File: src/rtl/lc3ie_pkg.sv
// shared types, constants and helper functions for the lc-3 execute unit
// no dependencies; imported by lc3ie_rf, lc3ie_mem and lc3_instruction_execute
package lc3ie_pkg;

    // machine word and memory geometry
    localparam int WORD_W    = 16;
    localparam int ADDR_BITS = 16;
    localparam int MEM_WORDS = 1 << ADDR_BITS;
    localparam int REG_CNT   = 8;
    localparam int REG_IDX_W = 3;

    // stream and register port widths
    localparam int IN_DATA_W  = 48;
    localparam int OUT_DATA_W = 88;
    localparam int PADDR_W    = 3;
    localparam int PDATA_W    = 32;

    // register map
    localparam logic [PADDR_W-1:0] REG_START_PC = 3'd0;
    localparam logic [WORD_W-1:0]  START_PC_RESET = 16'h3000;

    // condition code values
    localparam logic [2:0] CC_P = 3'd1;
    localparam logic [2:0] CC_Z = 3'd2;
    localparam logic [2:0] CC_N = 3'd4;

    // index of the link register
    localparam logic [REG_IDX_W-1:0] LINK_REG = 3'd7;

    typedef logic [WORD_W-1:0]    word_t;
    typedef logic [ADDR_BITS-1:0] maddr_t;
    typedef logic [REG_IDX_W-1:0] ridx_t;

    // standard opcode map
    typedef enum logic [3:0] {
        OP_BR   = 4'h0,
        OP_ADD  = 4'h1,
        OP_LD   = 4'h2,
        OP_ST   = 4'h3,
        OP_JSR  = 4'h4,
        OP_AND  = 4'h5,
        OP_LDR  = 4'h6,
        OP_STR  = 4'h7,
        OP_RTI  = 4'h8,
        OP_NOT  = 4'h9,
        OP_LDI  = 4'hA,
        OP_STI  = 4'hB,
        OP_JMP  = 4'hC,
        OP_RES  = 4'hD,
        OP_LEA  = 4'hE,
        OP_TRAP = 4'hF
    } opcode_t;

    // sequencer states
    typedef enum logic [1:0] {
        ST_IDLE,
        ST_EXEC,
        ST_MEM
    } exec_state_t;

    // register file read request (two ports)
    typedef struct packed {
        logic  rd_en;
        ridx_t addr_a;
        ridx_t addr_b;
    } rf_rd_t;

    // register file write request
    typedef struct packed {
        logic  wr_en;
        ridx_t addr;
        word_t data;
    } rf_wr_t;

    // main memory request, one read and one write port
    typedef struct packed {
        logic   rd_en;
        maddr_t rd_addr;
        logic   wr_en;
        maddr_t wr_addr;
        word_t  wr_data;
    } mem_req_t;

    // result word, first field in the highest bits, last field in the lowest bits
    typedef struct packed {
        logic        illegal_op;
        logic [7:0]  trap_vector;
        logic        trap_taken;
        word_t       mem_data;
        word_t       mem_addr;
        logic        mem_written;
        word_t       reg_value;
        ridx_t       reg_index;
        logic        reg_written;
        logic [2:0]  cond_code;
        word_t       next_pc;
    } exec_result_t;

    // sign extension of instruction offset fields
    function automatic word_t sext5(input word_t ir);
        return {{11{ir[4]}}, ir[4:0]};
    endfunction

    function automatic word_t sext6(input word_t ir);
        return {{10{ir[5]}}, ir[5:0]};
    endfunction

    function automatic word_t sext9(input word_t ir);
        return {{7{ir[8]}}, ir[8:0]};
    endfunction

    function automatic word_t sext11(input word_t ir);
        return {{5{ir[10]}}, ir[10:0]};
    endfunction

    // condition code from a written value
    function automatic logic [2:0] cc_of(input word_t v);
        logic [2:0] cc;
        if (v == '0)
            cc = CC_Z;
        else if (v[WORD_W-1])
            cc = CC_N;
        else
            cc = CC_P;
        return cc;
    endfunction

endpackage

File: src/rtl/lc3ie_rf.sv
// general register file: eight words, two registered read ports, one write port
// depends on lc3ie_pkg
module lc3ie_rf
    import lc3ie_pkg::*;
(
    input  logic   clk,
    input  logic   rst_n,
    input  rf_rd_t rd,
    input  rf_wr_t wr,
    output word_t  rd_a,
    output word_t  rd_b
);

    word_t                regs_mem [REG_CNT];
    logic [REG_CNT-1:0]   vld_reg;
    word_t                rd_a_reg;
    word_t                rd_b_reg;

    // per-entry written marks, an unwritten entry reads as zero
    always_ff @(posedge clk or negedge rst_n)
    begin
        if (!rst_n)
        begin
            vld_reg <= '0;
        end
        else if (wr.wr_en)
        begin
            vld_reg[wr.addr] <= 1'b1;
        end
    end

    // storage write
    always_ff @(posedge clk)
    begin
        if (wr.wr_en)
        begin
            regs_mem[wr.addr] <= wr.data;
        end
    end

    // registered reads, held until the next request
    always_ff @(posedge clk)
    begin
        if (rd.rd_en)
        begin
            rd_a_reg <= vld_reg[rd.addr_a] ? regs_mem[rd.addr_a] : '0;
            rd_b_reg <= vld_reg[rd.addr_b] ? regs_mem[rd.addr_b] : '0;
        end
    end

    assign rd_a = rd_a_reg;
    assign rd_b = rd_b_reg;

endmodule

File: config.mk
export PLATFORM = sky130hd
export DESIGN_NAME = lc3ie_rf
export DESIGN_NICKNAME = d
export VERILOG_FILES = /design/src/rtl/lc3ie_pkg.sv /design/src/rtl/lc3ie_rf.sv
export SDC_FILE = /design/constraint.sdc
export NUM_CORES = 1
export LEC_CHECK = 0
export BUFFER_PORTS_ARGS = -buffer_cell sky130_fd_sc_hd__buf_4
export CAP_MARGIN = 10
export CELL_PAD_IN_SITES_DETAIL_PLACEMENT = 1
export CELL_PAD_IN_SITES_GLOBAL_PLACEMENT = 1
export CORE_MARGIN = 2
export CORE_UTILIZATION = 40
export CTS_CLUSTER_SIZE = 28
export DETAILED_ROUTE_END_ITERATION = 8
export PLACE_DENSITY_LB_ADDON = 0.1
export SYNTH_ARGS = -nofsm -noshare
export SYNTH_HDL_FRONTEND = slang
export SYNTH_SLANG_ARGS = --single-unit
File: constraint.sdc
create_clock -name clk -period 2.15 [get_ports clk]
set_input_delay 0.1075 -clock clk [delete_from_list [all_inputs] [get_ports clk]]
set_output_delay 0.1075 -clock clk [all_outputs]
set_load 0.1 [all_outputs]
Yosys cells after proc, flatten, opt, wreduce, memory -nomap -nowiden --
Memory sizes are Yosys's and may differ from the RTL's. A register that Yosys moved wholly into a read port is not among the register bits. Index checks and enable logic that the tools add are counted.
Cells by class: add/sub/neg operators 0, multiply operators 0, div/mod/pow operators 0, $lt $le $gt $ge 4, equality and inequality tests 0, shift-type cells 0, muxes and demuxes 8, bitwise operators 1, reduce and logical (&&, ||, !) cells 3
Operators with widths (count):
- $lt 3x4->1 const B | 3
- $or 8x8->8 | 1
- $bmux 1 s3 | 2
- $mux 1 | 5
- $demux 1 s3 | 1
- $ge 3x1->1 const B | 1
- $logic_not 1->1 | 2
- $logic_and 1x1->1 | 1
Storage, ports and cells: flip-flop bits (word level) 8, latch bits 0, RAM bits 128, memory bits (read-only) 0, input bits 29, output and inout bits 32, logic and storage cells 18, memories kept 1
Memories:
- regs_mem | depth 8, width 16, read ports 2, clocked after Yosys merged registers in 2, write ports 1, RTL line lc3ie_rf.sv:14 | word_t regs_mem [REG_CNT];

Depth between registers and ports, before layout --
Gate-level depths: netlist of run 1.
depth after elaboration 5, gate-level depth with buffers 5, gate-level depth less buffers 3

Least setup slack after synthesis of run 1 --
OpenSTA, ideal clock, no wires.
path kind input -> register, from in wr[16] in the netlist's numbering, to mem regs_mem[0][0] in the netlist's numbering (enable), arrival 1.449 ns, setup slack 0.290 ns, stages on the path 2, buffers on the path 0, cell sequence nand2b_1 nor3_1
RTL lines:
- start: declaration | RTL line lc3ie_rf.sv:9 | input rf_wr_t wr,
- end: declaration | RTL line lc3ie_rf.sv:14
Straight into the memory's write port.

Worst setup path in the final report of run 1 --
from reg vld_reg[7], to reg rd_b_reg[11] (netlist: rd_b[11]) (read register of regs_mem) (data pin)
Between the ends: word-level cells in the longest chain between the ends 3
Ends and longest elaborated chain:
- start: declaration | RTL line lc3ie_rf.sv:15 | logic [REG_CNT-1:0] vld_reg;
- start signal: assignment | RTL line lc3ie_rf.sv:24 | vld_reg <= '0;
- start signal: indexed assignment | RTL line lc3ie_rf.sv:28 | vld_reg[wr.addr] <= 1'b1;
- $bmux 1 s3 | RTL line lc3ie_rf.sv:47 | rd_b_reg <= vld_reg[rd.addr_b] ? regs_mem[rd.addr_b] : '0;
- $mux 1 (not written as such) | RTL line lc3ie_rf.sv:47
- $logic_not 1->1 (no line)
- end: declaration | RTL line lc3ie_rf.sv:17 | word_t rd_b_reg;
Every way passes these cells. The select of a mux whose other input is x is not followed. A chain may end at the register's enable or synchronous reset.

==> impl_metrics.csv, run 1 <==
group,metric,value,unit
cts,htree_levels,4,
grt,grt_pass1_vias,4147,
worst_setup_path,r2r_start,"vld_reg[7]$_DFFE_PN0P_",
timing,finalSetupTns,0,ns
cts,cts_buffer_depth,2,
synth,yosys.cell_types.count,15,
timing,period_share,0.806,
synth,yosys_register_bits,168,
timing,max_freq,577,MHz
floorplan,std_cell_rows,49,
cts,clock_sinks,168,
detailed_routing,post_drt_wl_per_cell,24.8,microns
cts,clk_pin_slew,0.06,ns
power,leakagePower,3.08,nW
placement,dpl_cell_area,8220,sq um
detailed_routing,drt-pass1-iter-count,4,
detailed_routing,vias_per_cell,5.42,
synth,synth_compound_gate_area_share,0,
timing,holdWs,0.0324,ns
worst_setup_path,end_kind,"flop",
placement,port_buffers,60,
timing,setup_viol,0,
worst_setup_path,worstPathArrival,1.90,ns
detailed_routing,vias,3692,
finish,num-nets-final,467,
timing,worstMarginPinSlew,0.561,ns
floorplan,coreArea,18100,sq um
grt,overflow,0,
placement,dp_slack,0.357,ns
floorplan,ios,61,
worst_setup_path,path_class,"reg -> reg",
placement,place_congestion,0.716,
cts,clk_latency,0.43,ns
worst_setup_path,crit_fanout,9,
finish,layout-drive-gt1-share,0.466,
power,power.total,8.36,mW
synth,synth-adder-area-share,0,
synth,synthMuxAreaShare,0.255,
cts,root_buffer,"clkbuf_16",
flow_run,drv_cap,0,
timing,slew_headroom,0.626,
synth,yosysWarningCount,0,
timing,fin_crit,1.73,ns
worst_setup_path,crit_required,2.31,ns
grt,grt_pass1_wl,25300,microns
synth,syn_inst,345,
synth,synth_top_family_by_area,"multiplexers",
finish,fin_area,9020,sq um
synth,synth-xor-area-share,0,
floorplan,die_y,140,microns
grt,grt_max_degree,34,
timing,hold_viol,0,
worst_setup_path,r2r-end,"rd_b[11]$_SDFFCE_PN0P_",
finish,area_delta_synth_final,21.3,%
detailed_routing,ant_nets,0,
status,status,"finished, final reports clean",
worst_setup_path,crit_path_start_kind,"flop",
power,peakVddDrop,0.545,mV
synth,yosysSeqAreaShare,0.673,
power,pwr_density_cell,927,nW/um^2
finish,largest_reg_flops,128,
detailed_routing,post-route-drc-count,0,
grt,grt_use_total,0.182,
detailed_routing,drtIter0Drc,215,
worst_hold_path,hp-class,"in -> async",
timing,setup_slack,0.416,ns
synth,synth-simple-area-share,0.0510,
cts,cts_tree,"built",
grt,antenna_found_initial,1,
timing,slew_viol_final,0,
cts,cts_buffers,17,
placement,hpwl,10100,microns
floorplan,die_w,140,microns
detailed_routing,drt-total-wl,16900,microns
timing,final.setup_skew,0.00821,ns
floorplan,die-area,19700,sq um
worst_setup_path,r2r_slack,0.42,ns
synth,synth_fp_nets,374,
floorplan,start_util,0.411,
timing,rsz0062_at_grt,"false",
synth,syn_area,7440,sq um
worst_setup_path,r2r_cells,4,
synth,syn_avg_cell_area,21.6,sq um
layer usage:
| metal | GRT usage | routed length, microns |
|---|---|---|
| met5 | 0 | 0 |
| met4 | 0.0627 | 283 |
| met3 | 0.0338 | 532 |
| met2 | 0.324 | 9020 |
| met1 | 0.225 | 7040 |
synthesized netlist by cell type:
cell / n / area, sq um
buf_2: 8 / 40.0
or2_2: 8 / 50.1
nand2_1: 2 / 7.51
mux2i_4: 2 / 45.0
dfrtp_1: 8 / 200
nand2b_1: 3 / 18.8
nor2_1: 18 / 67.6
clkbuf_1: 8 / 30.0
nor3_1: 2 / 10.0
buf_6: 4 / 45.0
nor2_4: 20 / 225
mux4_2: 68 / 1530
buf_12: 2 / 40.0
mux2i_1: 32 / 320
edfxtp_1: 160 / 4800
how the worst max path moves through the flow:
stage	startpoint	slack, ns	endpoint
final	vld_reg[7]$_DFFE_PN0P_	0.42	rd_b[11]$_SDFFCE_PN0P_
after global routing	vld_reg[7]$_DFFE_PN0P_	0.37	rd_b[11]$_SDFFCE_PN0P_
after floorplan	wr[16]	0.29	regs_mem[0][0]$_DFFE_PP_
after detailed placement	rd[3]	0.36	rd_a[0]$_SDFFCE_PN0P_
after CTS	vld_reg[7]$_DFFE_PN0P_	0.42	rd_b[11]$_SDFFCE_PN0P_
after global placement	rd[3]	0.36	rd_a[0]$_SDFFCE_PN0P_
where the power goes:
part	internal, mW	leakage, nW	total (mW)	switching, mW
Clock	1.94	0.289	3.22	1.28
Combinational	0.416	1.25	1.32	0.905
Sequential	3.76	1.55	3.82	0.0614
cell usage in the layout (no fill, tap or decap), types with 5 or more instances in the layout:
| cell | netlist | layout |
|---|---|---|
| clkbuf_16 | 0 | 17 |
| buf_4 | 0 | 75 |
| edfxtp_1 | 160 | 160 |
| mux4_2 | 68 | 68 |
| nor2_1 | 18 | 18 |
| or2_2 | 8 | 8 |
| clkinvlp_4 | 0 | 5 |
| dlygate4sd3_1 | 0 | 17 |
| nor2_4 | 20 | 20 |
| dfrtp_1 | 8 | 8 |
| mux2i_1 | 32 | 32 |
repair_timing:
action                                 4_1_cts  5_1_grt
setup buffers                                0        0
endpoints found under the hold margin      136        0
hold buffers                                17        0
gates resized for setup                      0        0
critical path, cell delays in order (launching register included):
cell and delay [ns]:
dfrtp_1 0.40, mux4_2 0.50, mux2i_4 0.16, buf_4 0.29, nor2_1 0.12
metrics by stage:
stage	utilization	std cells
after floorplan	-	345
after global placement	0.455	631
after detailed placement	0.455	631
after CTS	0.499	680
after global routing	0.499	681
final	0.499	681
layout make-up:
| cell class | count | area [sq um] |
|---|---|---|
| fill | 1640 | 9070 |
| sequential | 168 | 5000 |
| multi-input combinational | 155 | 2290 |
| timing repair buffer | 96 | 813 |
| clock buffer | 17 | 425 |
| tap | 229 | 287 |
| clock inverter | 15 | 201 |
| antenna | 1 | 2.50 |
kinds of logic (layout without fill, tap and decap cells):
family | after synthesis | after routing
DFF | 168 | 168
muxes | 102 | 102
and+or+nand+nor | 53 | 53
buffers and inverters | 22 | 128
other | 0 | 1
(Power assumes the default switching activity.)
==> run 2, diff against run 1 <==
- clock period: 2.15 -> 1.8 ns (I/O delays scaled with it)
==> run 2 against run 1 <==
Against the previous run:
- die area unchanged
- largest power group unchanged
- worst hold slack lost 0.0076 ns
- register-to-register slack lost 0.29 ns
- critical path depth unchanged
==> impl_metrics.csv, run 2 (same netlist as run 1, synthesis figures left out) <==
group,metric,value,unit
timing,rsz0062_at_grt,"false",
cts,cts_buffers,17,
worst_setup_path,r2r_start,"vld_reg[5]$_DFFE_PN0P_",
power,leakagePower,3.10,nW
grt,grt_max_degree,33,
worst_setup_path,crit_required,1.97,ns
timing,slew_viol_final,0,
floorplan,start_util,0.411,
detailed_routing,top_layer_used,"met4",
cts,clk_latency,0.42,ns
timing,final.setup_skew,0.00824,ns
floorplan,die_y,140,microns
worst_setup_path,slowest_delay,0.50,ns
worst_setup_path,path_class,"reg -> reg",
worst_hold_path,hp-class,"in -> async",
floorplan,die_w,140,microns
detailed_routing,drt-total-wl,16700,microns
cts,cts_hold_buf,17,
detailed_routing,drt-pass1-iter-count,5,
worst_setup_path,end_kind,"flop",
cts,cts_resized,0,
flow_run,drv_cap,0,
worst_setup_path,crit_fanout,9,
grt,antenna_found_initial,0,
cts,htree_levels,4,
detailed_routing,vias,3742,
detailed_routing,met1Wirelength,7200,microns
worst_setup_path,cp_cell_sequence,"mux4_2 > mux2i_4 > buf_12 > nor2_4",
timing,holdWs,0.0248,ns
detailed_routing,vias_per_cell,5.44,
worst_setup_path,worstPathArrival,1.84,ns
placement,hpwl,10600,microns
detailed_routing,wl_met3,683,microns
placement,post-place-cells,639,
floorplan,ios,61,
worst_setup_path,crit_path_start_kind,"flop",
finish,antenna_cells,0,
timing,slew_headroom,0.651,
timing,worstMarginPinSlew,0.524,ns
floorplan,coreArea,18100,sq um
timing,max_freq,598,MHz
power,pwr_density_cell,1050,nW/um^2
finish,stdcell_count,688,
power,peakVddDrop,0.690,mV
worst_setup_path,r2r_cells,4,
finish,layout_common_cells,"160 x edfxtp_1, 77 x buf_4, 68 x mux4_2",
cts,clk_pin_slew,0.07,ns
timing,finalSetupTns,0,ns
finish,mostFrequentLayoutCell,"edfxtp_1",
worst_setup_path,r2r_slack,0.13,ns
grt,overflow,0,
worst_setup_path,r2r-end,"rd_a[13]$_SDFFCE_PN0P_",
worst_setup_path,cp_num_buf_inv,1,
cts,cts_tree,"built",
worst_setup_path,cp_slowest_cell,"mux4_2",
detailed_routing,post-route-drc-count,0,
floorplan,std_cell_rows,49,
finish,largest_reg_flops,128,
finish,area_delta_synth_final,22.0,%
grt,grt_pass1_vias,4199,
cts,root_buffer,"clkbuf_16",
worst_setup_path,cpLargestDelayFamily,"multiplexers",
timing,setup_slack,0.127,ns
detailed_routing,wl_met2,8640,microns
detailed_routing,drtIter0Drc,295,
timing,period_share,0.929,
detailed_routing,ant_nets,0,
placement,port_buffers,60,
timing,setup_viol,0,
cts,clock_sinks,168,
timing,hold_viol,0,
detailed_routing,post_drt_wl_per_cell,24.2,microns
placement,place_congestion,0.724,
floorplan,die-area,19700,sq um
cts,cts_buffer_depth,2,
status,status,"finished, final reports clean",
grt,grt_pass1_wl,25400,microns
cts,post_cts_buffers,0,
finish,num-nets-final,475,
grt,grt_use_total,0.181,
placement,dp_slack,0.136,ns
finish,layout-drive-gt1-share,0.477,
timing,fin_crit,1.67,ns
## run 2: cell count changes in the layout (fill, tap and decap cells not counted), sizes merged
cell / delta
bufinv: -4
clkinvlp: +1
inv: +3
buf: +8
diode: -1
## run 2: worst reg2reg max path: stages (launching register included)
cell,delay (ns)
dfrtp_1,0.40
mux4_2,0.50
mux2i_4,0.23
buf_12,0.22
nor2_4,0.07
## run 2: report_power, final
| part | internal [mW] | switching (mW) | leakage (nW) |
|---|---|---|---|
| Clock | 1.79 | 1.55 | 0.249 |
| Combinational | 0.531 | 1.09 | 1.31 |
| Sequential | 4.49 | 0.0757 | 1.55 |
| Total | 6.81 | 2.71 | 3.10 |
## run 2: final cells by class
cell class / count / area (sq um)
multi-input cells: 155 / 2290
fillers: 1620 / 9010
flip-flops and latches: 168 / 5000
well taps: 229 / 287
clock buffers: 17 / 425
clock inverters: 15 / 124
repair buffers: 104 / 948
## run 2: worst max-delay path by stage
stage / start / endpoint / slack [ns] / cells after the start
finish: vld_reg[5]$_DFFE_PN0P_ / rd_a[13]$_SDFFCE_PN0P_ / 0.13 / 4
global route: vld_reg[7]$_DFFE_PN0P_ / rd_a[3]$_SDFFCE_PN0P_ / 0.07 / 4
CTS: vld_reg[5]$_DFFE_PN0P_ / rd_a[7]$_SDFFCE_PN0P_ / 0.12 / 4
detailed placement: vld_reg[5]$_DFFE_PN0P_ / rd_a[7]$_SDFFCE_PN0P_ / 0.14 / 4
global placement: rd[3] / rd_a[14]$_SDFFCE_PN0P_ / 0.14 / 5
floorplan: wr[19] / regs_mem[1][0]$_DFFE_PP_ / 0.05 / 2
## run 2: per-stage QoR
step / cell area [sq um] / total power, mW / util
5_1_grt: 9070 / 9.86 / 0.502
4_1_cts: 9070 / 9.64 / 0.502
6_report: 9070 / 9.53 / 0.502
3_5_place_dp: 8360 / 6.26 / 0.462
2_1_floorplan: 7440 / 5.67 / -
3_3_place_gp: 8360 / 6.24 / 0.462
## run 2: per-layer routing
metal / track usage / vias up
met5: 0 / -
met4: 0.0532 / 0
met3: 0.0325 / 9
met2: 0.311 / 91
met1: 0.238 / 2000
li1: - / 1642
